===== src/rtl/core/lsf_pkg.sv =====
// Shared types, widths and the fixed-point log2 helper of the log spectral flux block.
// No dependencies; every other file of the block refers to this package by scoped names.
`timescale 1ns / 1ps

package lsf_pkg;

  // Storage and field widths
  localparam int MAX_BINS = 512;
  localparam int POS_W    = $clog2(MAX_BINS);
  localparam int CNT_W    = $clog2(MAX_BINS + 1);
  localparam int MAG_W    = 16;
  localparam int CFG_W    = 10;
  localparam int EXP_W    = 5;
  localparam int FRAC_W   = 10;
  localparam int LOG_W    = EXP_W + FRAC_W;
  localparam int SQ_W     = 29;
  localparam int SUM_W    = SQ_W + POS_W;
  localparam int DEN_W    = SQ_W + CNT_W;
  localparam int FLUX_W   = 16;
  localparam int QCNT_W   = $clog2(FLUX_W);

  localparam logic [CFG_W-1:0] NUM_BINS_RST = CFG_W'(512);
  localparam logic [CFG_W-1:0] MIN_BINS     = CFG_W'(2);

  // One finished frame, handed from the accumulator to the divider
  typedef struct packed {
    logic             valid;
    logic [SUM_W-1:0] sum;
    logic [SQ_W-1:0]  largest;
    logic [CNT_W-1:0] n;
  } frame_t;

  typedef enum logic [2:0] {
    D_IDLE,
    D_MUL,
    D_CHECK,
    D_DIV,
    D_HOLD
  } div_state_t;

  // log2(mag + 1) in unsigned Q5.10: exponent above, truncated mantissa below
  function automatic logic [LOG_W-1:0] log2_q10(input logic [MAG_W-1:0] mag);
    logic [MAG_W:0]          v;
    logic [MAG_W:0]          r;
    logic [EXP_W-1:0]        e;
    logic [MAG_W+FRAC_W-1:0] t;
    logic [FRAC_W-1:0]       f;
    v = {1'b0, mag} + (MAG_W + 1)'(1);
    e = '0;
    for (int i = 0; i <= MAG_W; i++) begin
      if (v[i]) begin
        e = EXP_W'(i);
      end
    end
    r    = v;
    r[e] = 1'b0;
    if (e < EXP_W'(FRAC_W)) begin
      t = (MAG_W + FRAC_W)'(r) << (EXP_W'(FRAC_W) - e);
    end else begin
      t = (MAG_W + FRAC_W)'(r) >> (e - EXP_W'(FRAC_W));
    end
    f = t[FRAC_W-1:0];
    return {e, f};
  endfunction

endpackage


===== src/rtl/core/lsf_div.sv =====
// Frame normalizer: forms largest * n, divides sum * 2^16 by it bit by bit, holds the result.
// Depends on lsf_pkg; takes frame_t from lsf_bin_path and drives the result channel.
`timescale 1ns / 1ps

module lsf_div (
  input  logic                       clk,
  input  logic                       rst,
  input  lsf_pkg::frame_t            frame,
  output logic                       busy,
  output logic                       out_valid,
  input  logic                       out_stall,
  output logic [lsf_pkg::FLUX_W-1:0] flux
);

  lsf_pkg::div_state_t state;
  lsf_pkg::div_state_t state_next;

  logic [lsf_pkg::SUM_W-1:0]  sum;
  logic [lsf_pkg::SQ_W-1:0]   largest;
  logic [lsf_pkg::CNT_W-1:0]  n;
  logic [lsf_pkg::DEN_W-1:0]  den;
  logic [lsf_pkg::DEN_W-1:0]  rem;
  logic [lsf_pkg::DEN_W:0]    rem2;
  logic [lsf_pkg::FLUX_W-1:0] q;
  logic [lsf_pkg::QCNT_W-1:0] step;
  logic                       sum_ge;
  logic                       rem_ge;
  logic [lsf_pkg::FLUX_W-1:0] result;
  logic                       result_valid;
  logic                       result_load;

  assign sum_ge    = lsf_pkg::DEN_W'(sum) >= den;
  assign rem2      = {rem, 1'b0};
  assign rem_ge    = rem2 >= {1'b0, den};
  assign out_valid = result_valid;
  assign flux      = result;

  always_ff @(posedge clk) begin
    if (rst) begin
      state <= lsf_pkg::D_IDLE;
    end else begin
      state <= state_next;
    end
  end

  always_comb begin
    state_next  = state;
    result_load = 1'b0;
    busy        = 1'b1;
    case (state)
      lsf_pkg::D_IDLE: begin
        busy = 1'b0;
        if (frame.valid) begin
          state_next = lsf_pkg::D_MUL;
        end
      end
      lsf_pkg::D_MUL: begin
        state_next = lsf_pkg::D_CHECK;
      end
      lsf_pkg::D_CHECK: begin
        if (largest == '0 || sum_ge) begin
          state_next = lsf_pkg::D_HOLD;
        end else begin
          state_next = lsf_pkg::D_DIV;
        end
      end
      lsf_pkg::D_DIV: begin
        if (step == lsf_pkg::QCNT_W'(lsf_pkg::FLUX_W - 1)) begin
          state_next = lsf_pkg::D_HOLD;
        end
      end
      lsf_pkg::D_HOLD: begin
        // hand the quotient over once the output register is free or draining
        if (!result_valid || !out_stall) begin
          result_load = 1'b1;
          state_next  = lsf_pkg::D_IDLE;
        end
      end
      default: begin
        state_next = lsf_pkg::D_IDLE;
      end
    endcase
  end

  always_ff @(posedge clk) begin
    case (state)
      lsf_pkg::D_IDLE: begin
        if (frame.valid) begin
          sum     <= frame.sum;
          largest <= frame.largest;
          n       <= frame.n;
        end
      end
      lsf_pkg::D_MUL: begin
        den <= lsf_pkg::DEN_W'(largest) * lsf_pkg::DEN_W'(n);
      end
      lsf_pkg::D_CHECK: begin
        rem  <= lsf_pkg::DEN_W'(sum);
        step <= '0;
        // flat frame gives zero; a ratio of one or more saturates
        if (largest == '0) begin
          q <= '0;
        end else if (sum_ge) begin
          q <= '1;
        end else begin
          q <= '0;
        end
      end
      lsf_pkg::D_DIV: begin
        step <= step + lsf_pkg::QCNT_W'(1);
        if (rem_ge) begin
          rem <= lsf_pkg::DEN_W'(rem2 - {1'b0, den});
          q   <= {q[lsf_pkg::FLUX_W-2:0], 1'b1};
        end else begin
          rem <= rem2[lsf_pkg::DEN_W-1:0];
          q   <= {q[lsf_pkg::FLUX_W-2:0], 1'b0};
        end
      end
      default: begin
      end
    endcase
  end

  always_ff @(posedge clk) begin
    if (rst) begin
      result_valid <= 1'b0;
    end else if (result_load) begin
      result_valid <= 1'b1;
    end else if (!out_stall) begin
      result_valid <= 1'b0;
    end
  end

  always_ff @(posedge clk) begin
    if (result_load) begin
      result <= q;
    end
  end

`ifndef NO_ASSERTIONS
  a_start_idle: assert property (@(posedge clk) disable iff (rst)
    frame.valid |-> (state == lsf_pkg::D_IDLE))
    else $error("frame arrived while divider busy");

  a_rem_bound: assert property (@(posedge clk) disable iff (rst)
    (state == lsf_pkg::D_DIV) |-> (rem < den))
    else $error("partial remainder not below divisor");

  a_out_hold: assert property (@(posedge clk) disable iff (rst)
    (out_valid && out_stall) |=> (out_valid && $stable(flux)))
    else $error("stalled result changed or dropped");
`endif

endmodule


===== config.mk =====
export PLATFORM = sky130hd
export DESIGN_NAME = lsf_div
export DESIGN_NICKNAME = d
export VERILOG_FILES = /design/src/rtl/core/lsf_pkg.sv /design/src/rtl/core/lsf_div.sv
export SDC_FILE = /design/constraint.sdc
export NUM_CORES = 1
export LEC_CHECK = 0
export ABC_AREA = 1
export CORE_ASPECT_RATIO = 1.4
export CORE_MARGIN = 5
export CORE_UTILIZATION = 65
export DETAILED_ROUTE_END_ITERATION = 16
export DONT_BUFFER_PORTS = 1
export HOLD_SLACK_MARGIN = 0.1
export MAX_ROUTING_LAYER = met4
export PLACE_DENSITY = 0.81
export REMOVE_ABC_BUFFERS = 1
export SLEW_MARGIN = 20
export SYNTH_ARGS = -nofsm -noshare
export SYNTH_HDL_FRONTEND = slang
export SYNTH_SLANG_ARGS = --single-unit

===== constraint.sdc =====
create_clock -name clk -period 5.9 [get_ports clk]
set_input_delay 0.885 -clock clk [delete_from_list [all_inputs] [get_ports clk]]
set_output_delay 0.885 -clock clk [all_outputs]
set_load 0.01 [all_outputs]

== Word-level counts from Yosys, hierarchy flattened ==
Index checks and enable logic that the tools add are counted.
Storage, ports and cells
  bits in registers: 195
  latch bits: 0
  RAM bits: 0
  bits in read-only memories: 0
  word-level logic and storage cells: 50
  memories: 0
Operators by class
  add/sub/neg operators: 2
  $mul: 1
  divide/modulo/power cells: 0
  magnitude comparators: 2
  equality and inequality tests: 9
  shifts and indexed selects: 0
  mux-type cells: 17
  bitwise gates (word level): 0
  reduce and logical (&&, ||, !) cells: 9
Operators by type and width (count)
  39-bit case mux with 2 select lines: 1
  40-bit by 39-bit greater-or-equal comparator with 1-bit output: 1
  38-bit by 39-bit greater-or-equal comparator with 1-bit output: 1
  29-bit by 10-bit multiplier with 39-bit output: 1
  39-bit two-way mux: 1
  39-bit subtractor: 1
  16-bit two-way mux: 2
  16-bit case mux with 2 select lines: 1
  29-bit zero test: 1
  3-bit case mux with 5 select lines: 1
  3-bit two-way mux: 4
  4-bit case mux with 2 select lines: 1
  3-bit by 2-bit equality test with 1-bit output, second input constant: 2
  1-bit two-way mux: 6
  2-bit != test, second input constant: 3
  4-bit by 1-bit adder with 4-bit output, second input constant: 1
  4-bit equality test, second input constant: 1
  3-bit by 1-bit equality test with 1-bit output, second input constant: 1
  3-bit equality test, second input constant: 1
  3-bit zero test: 1
  3-bit AND reduction: 1
  1-bit zero test: 2
  1-bit logical OR: 2
  2-bit by 1-bit != test with 1-bit output, second input constant: 1
  2 further kinds: 2

== Longest topological paths before layout ==
  depth in word-level cells: 5
  gate-level depth with buffers: 24
  gate-level depth less buffers: 23

== Worst setup path after synthesis ==
OpenSTA, ideal clock, no wires.
  path kind: register -> register
  start: register n[9] in the netlist's numbering
  end: register den[25] in the netlist's numbering, data pin
  data arrival time: 5.000 ns
  required time: 5.648 ns
  path slack: 0.647 ns
  stages on the path, launching flop included: 22
  path buffers: 2
  period minus slack after synthesis: 5.253 ns
  cell sequence: edfxtp_1 > clkbuf_1 > clkbuf_1 > nand2_1 > fa_1 > fa_1 > inv_1 > fa_1 > fa_1 > inv_1 > fa_1 > inv_1 > ha_1 > nand2_1 > nor2_1 > nand2_1 > a21oi_1 > nor2_1 > o21ai_0 > nand2_1 > nand3_1 > nand2_1
On the way
  word-level cells in the longest chain between the ends: 1
RTL lines
  start: declaration: line lsf_div.sv:20  | logic [lsf_pkg::CNT_W-1:0] n;
  start signal: assignment: line lsf_div.sv:91  | n <= frame.n;
  29-bit by 10-bit multiplier with 39-bit output: line lsf_div.sv:95  | den <= lsf_pkg::DEN_W'(largest) * lsf_pkg::DEN_W'(n);
  end signal: assignment: line lsf_div.sv:95
  end: declaration: line lsf_div.sv:21  | logic [lsf_pkg::DEN_W-1:0] den;
Every way passes these cells.
A chain may end at the register's enable or synchronous reset.

== Worst setup path in the final report ==
  start: register n[1] in the netlist's numbering
  end: register den[37] in the netlist's numbering, data pin
The elaborated chain is that of the path after synthesis.

==> run metrics <==
result of the run=completed; sequential cell area=around 5800 um2; amount of wire on met3 after detailed routing=between 3000 and 4000 um; HPWL reported at the end of detailed placement=46200 um; achievable frequency=180 MHz; core region area=32500 um2; number of violations of the max-capacitance limit=0; synth cell count leaders=sky130_fd_sc_hd__nand2_1 (941), sky130_fd_sc_hd__inv_1 (640), sky130_fd_sc_hd__fa_1 (215), sky130_fd_sc_hd__edfxtp_1 (191), sky130_fd_sc_hd__ha_1 (152); number of slew-limit violations in the final report=0; number of remaining DRC errors=0; sequential cell area fraction in the yosys report=between 20% and 30%; top layer reached by signal wires=met4; hold slack=0.443 ns; arrival time reported for the critical path endpoint=between 5 and 6 ns; Die Area=between 30000 and 40000 um2; startpoint types=flip-flop; Finished Cell Area=roughly 23000 um2; final worst path period share=between 90% and 100%; clock buffer count from CTS=17; maximum clock path buffer count=2; via count of the first global-routing pass=around 19000; first-pass GRT wire length=94000 um; number of enable-type register cells in the synthesized netlist=191; synthesized cell area=21400 um2; fillers=2640; H-Tree Level Count=4; total placed cells including tap cells=3174; clock sinks=approximately 200; Layout Cells excl Fill=3229; Worst Path Class, Setup=reg2reg; post-detailed-placement cell area=21900 um2; WL final=58600 um; Starting Density=65.9%; die extent in y=~220 um; Via density=5.48; quantity of hold-fixing buffers added after cts=0; area of the multi-input gates=12800 um2; worst-path fanout max=19; post-synth top area share=26.8%; detailed-routing iteration count for the pre-antenna-repair pass=7; remaining global-route overflow=0; leading area contributor after synthesis=sky130_fd_sc_hd__edfxtp_1; total via count in the routed design=17700; number of warnings reported in the yosys synthesis log=0; Setup Total Neg Slack=0 ns; clock tree from TritonCTS=done; pin count of the biggest net entering global routing=78; Buffers on Ports=0; die width=roughly 160 um; root buf cell=sky130_fd_sc_hd__clkbuf_16; post-CTS sizing=0; clock slew at reported path FFs=0.08 ns; initial antenna violation count=3; final critical delay including setup and external delays=5.57 ns; worst-case headroom to the max-slew limit=27.2%; routed metal-1 wirelength=slightly above 20000 um; clock insertion delay at the later pin of the skew report=0.47 ns; setup clock skew after layout=about 0.016 ns; largest cells by area after synthesis=sky130_fd_sc_hd__edfxtp_1 (27%), sky130_fd_sc_hd__fa_1 (20%), sky130_fd_sc_hd__nand2_1 (16%); RePlAce Congestion=just over 1; count of routing violations after the opening detailed-route iteration=approximately 1300; length of routed met2 wiring=31300 um; number of hold violations in the final report=0; worst min-delay path category=reg2reg; setup fix buffers added after clock tree synthesis=0; total setup violations reported at the end of the flow=0; Post-Synthesis Cells=2793; RSZ-0062 raised after global routing=no; Ports=99; area grow syn2layout=6.01%; post-route antenna net violation count=0; average footprint of a synthesized cell=7.67 um2; Nets=between 3000 and 4000; routed length per instance=between 15 and 20 um; register bit count reported by yosys=between 150 and 200; fraction of registers with async set/reset=0%; Req. time, crit path=6.11 ns; Global Route Usage Sum=33.9%; unique cell type count in the Yosys netlist=43; actual transition at the worst max-transition pin=1.09 ns; share of layout cells above drive strength 1=4.20%; most used flip-flop cell after synthesis=sky130_fd_sc_hd__edfxtp_1; std cell rows=just under 80; nature of the critical path endpoint=flip-flop; most frequently used cell type in the post-synthesis netlist=sky130_fd_sc_hd__nand2_1
per-layer routing:
| metal | vias up | track usage (%) |
|---|---|---|
| met5 | - | - |
| li1 | 8430 | - |
| met3 | 179 | 3.83 |
| met1 | 8409 | 37.4 |
| met2 | 687 | 60.8 |
| met4 | 0 | 16.2 |
per-stage QoR:
| stage | utilization, % | setup slack, ns |
|---|---|---|
| 2_1_floorplan | - | 0.0204 |
| 3_3_place_gp | 67.3 | 0.319 |
| 3_5_place_dp | 67.3 | 0.217 |
| 4_1_cts | 69.2 | 0.192 |
| 5_1_grt | 69.8 | 0.0194 |
| 6_report | 69.8 | 0.335 |
path summary, 6_finish.rpt:
kind              end  start  slack [ns]  cells after the start
max           den[37]   n[1]        0.33                     18
min          flux[15]  q[15]        0.44                      0
max reg2reg   den[37]   n[1]        0.33                     18
min reg2reg  flux[15]  q[15]        0.44                      0
registers in the layout, summed over array words and instances (netlist names):
register   flops
den           39
rem           39
sum           38
largest       29
flux          16
q             16
n             10
step           4
state          3
out_valid      1
cells in the final DEF, fill, tap and decap left out, types with 9 or more instances in the layout:
cell type                   synthesis  layout
sky130_fd_sc_hd__nor3_1            21      19
sky130_fd_sc_hd__ha_1             152     152
sky130_fd_sc_hd__clkbuf_16          0      17
sky130_fd_sc_hd__buf_4              2      34
sky130_fd_sc_hd__xnor2_1           19      19
sky130_fd_sc_hd__nand4_1           45      45
sky130_fd_sc_hd__nand3_1          102     102
sky130_fd_sc_hd__o21ai_0           42      42
sky130_fd_sc_hd__a21oi_1           84      84
sky130_fd_sc_hd__xor2_1            27      27
sky130_fd_sc_hd__inv_1            640     640
sky130_fd_sc_hd__a31oi_1           12      12
sky130_fd_sc_hd__nand2_1          941     941
sky130_fd_sc_hd__buf_12             0       9
sky130_fd_sc_hd__nand2_2           10      10
sky130_fd_sc_hd__nor2_1           142     139
sky130_fd_sc_hd__fa_1             215     215
sky130_fd_sc_hd__edfxtp_1         191     191
worst max-delay path: stages (launching register included):
cell and delay (ns):
sky130_fd_sc_hd__edfxtp_1 0.63, sky130_fd_sc_hd__buf_12 0.21, sky130_fd_sc_hd__nand2_1 0.08, sky130_fd_sc_hd__fa_1 0.50
sky130_fd_sc_hd__inv_1 0.05, sky130_fd_sc_hd__fa_1 0.53, sky130_fd_sc_hd__fa_1 0.45, sky130_fd_sc_hd__fa_1 0.55
sky130_fd_sc_hd__inv_1 0.05, sky130_fd_sc_hd__fa_1 0.52, sky130_fd_sc_hd__inv_1 0.04, sky130_fd_sc_hd__ha_1 0.36
sky130_fd_sc_hd__nand2_1 0.17, sky130_fd_sc_hd__nor2_1 0.35, sky130_fd_sc_hd__nand2_1 0.17, sky130_fd_sc_hd__nor2_1 0.33
sky130_fd_sc_hd__nand3_1 0.12, sky130_fd_sc_hd__nand3_1 0.11, sky130_fd_sc_hd__xor2_1 0.06
layout make-up:
cell class              count  share of cell area [%]
flip-flops and latches    195                    25.6
repair buffers             43                    1.92
clock inverters            15                   0.854
inverters                 646                    10.7
multi-input cells        1870                    56.6
well taps                 440                    2.43
clock buffers              17                    1.87
diodes                      3                  0.0331
cells by family (layout without fill, tap and decap cells):
family	Yosys count	in the layout	share of synthesized area, %
AND/OR/NAND/NOR	1297	1297	24.9
buffers and inverters	728	721	13.0
adder cells (fa/ha/maj)	367	367	29.0
flip-flops	195	195	27.2
AO/OA/AOI/OAI	160	160	4.07
XOR/XNOR	46	46	1.88
other	0	3	0
Power is left out: the tool's default activity adds up to more than one toggle a clock period on the data nets, which glitch-free logic cannot reach.
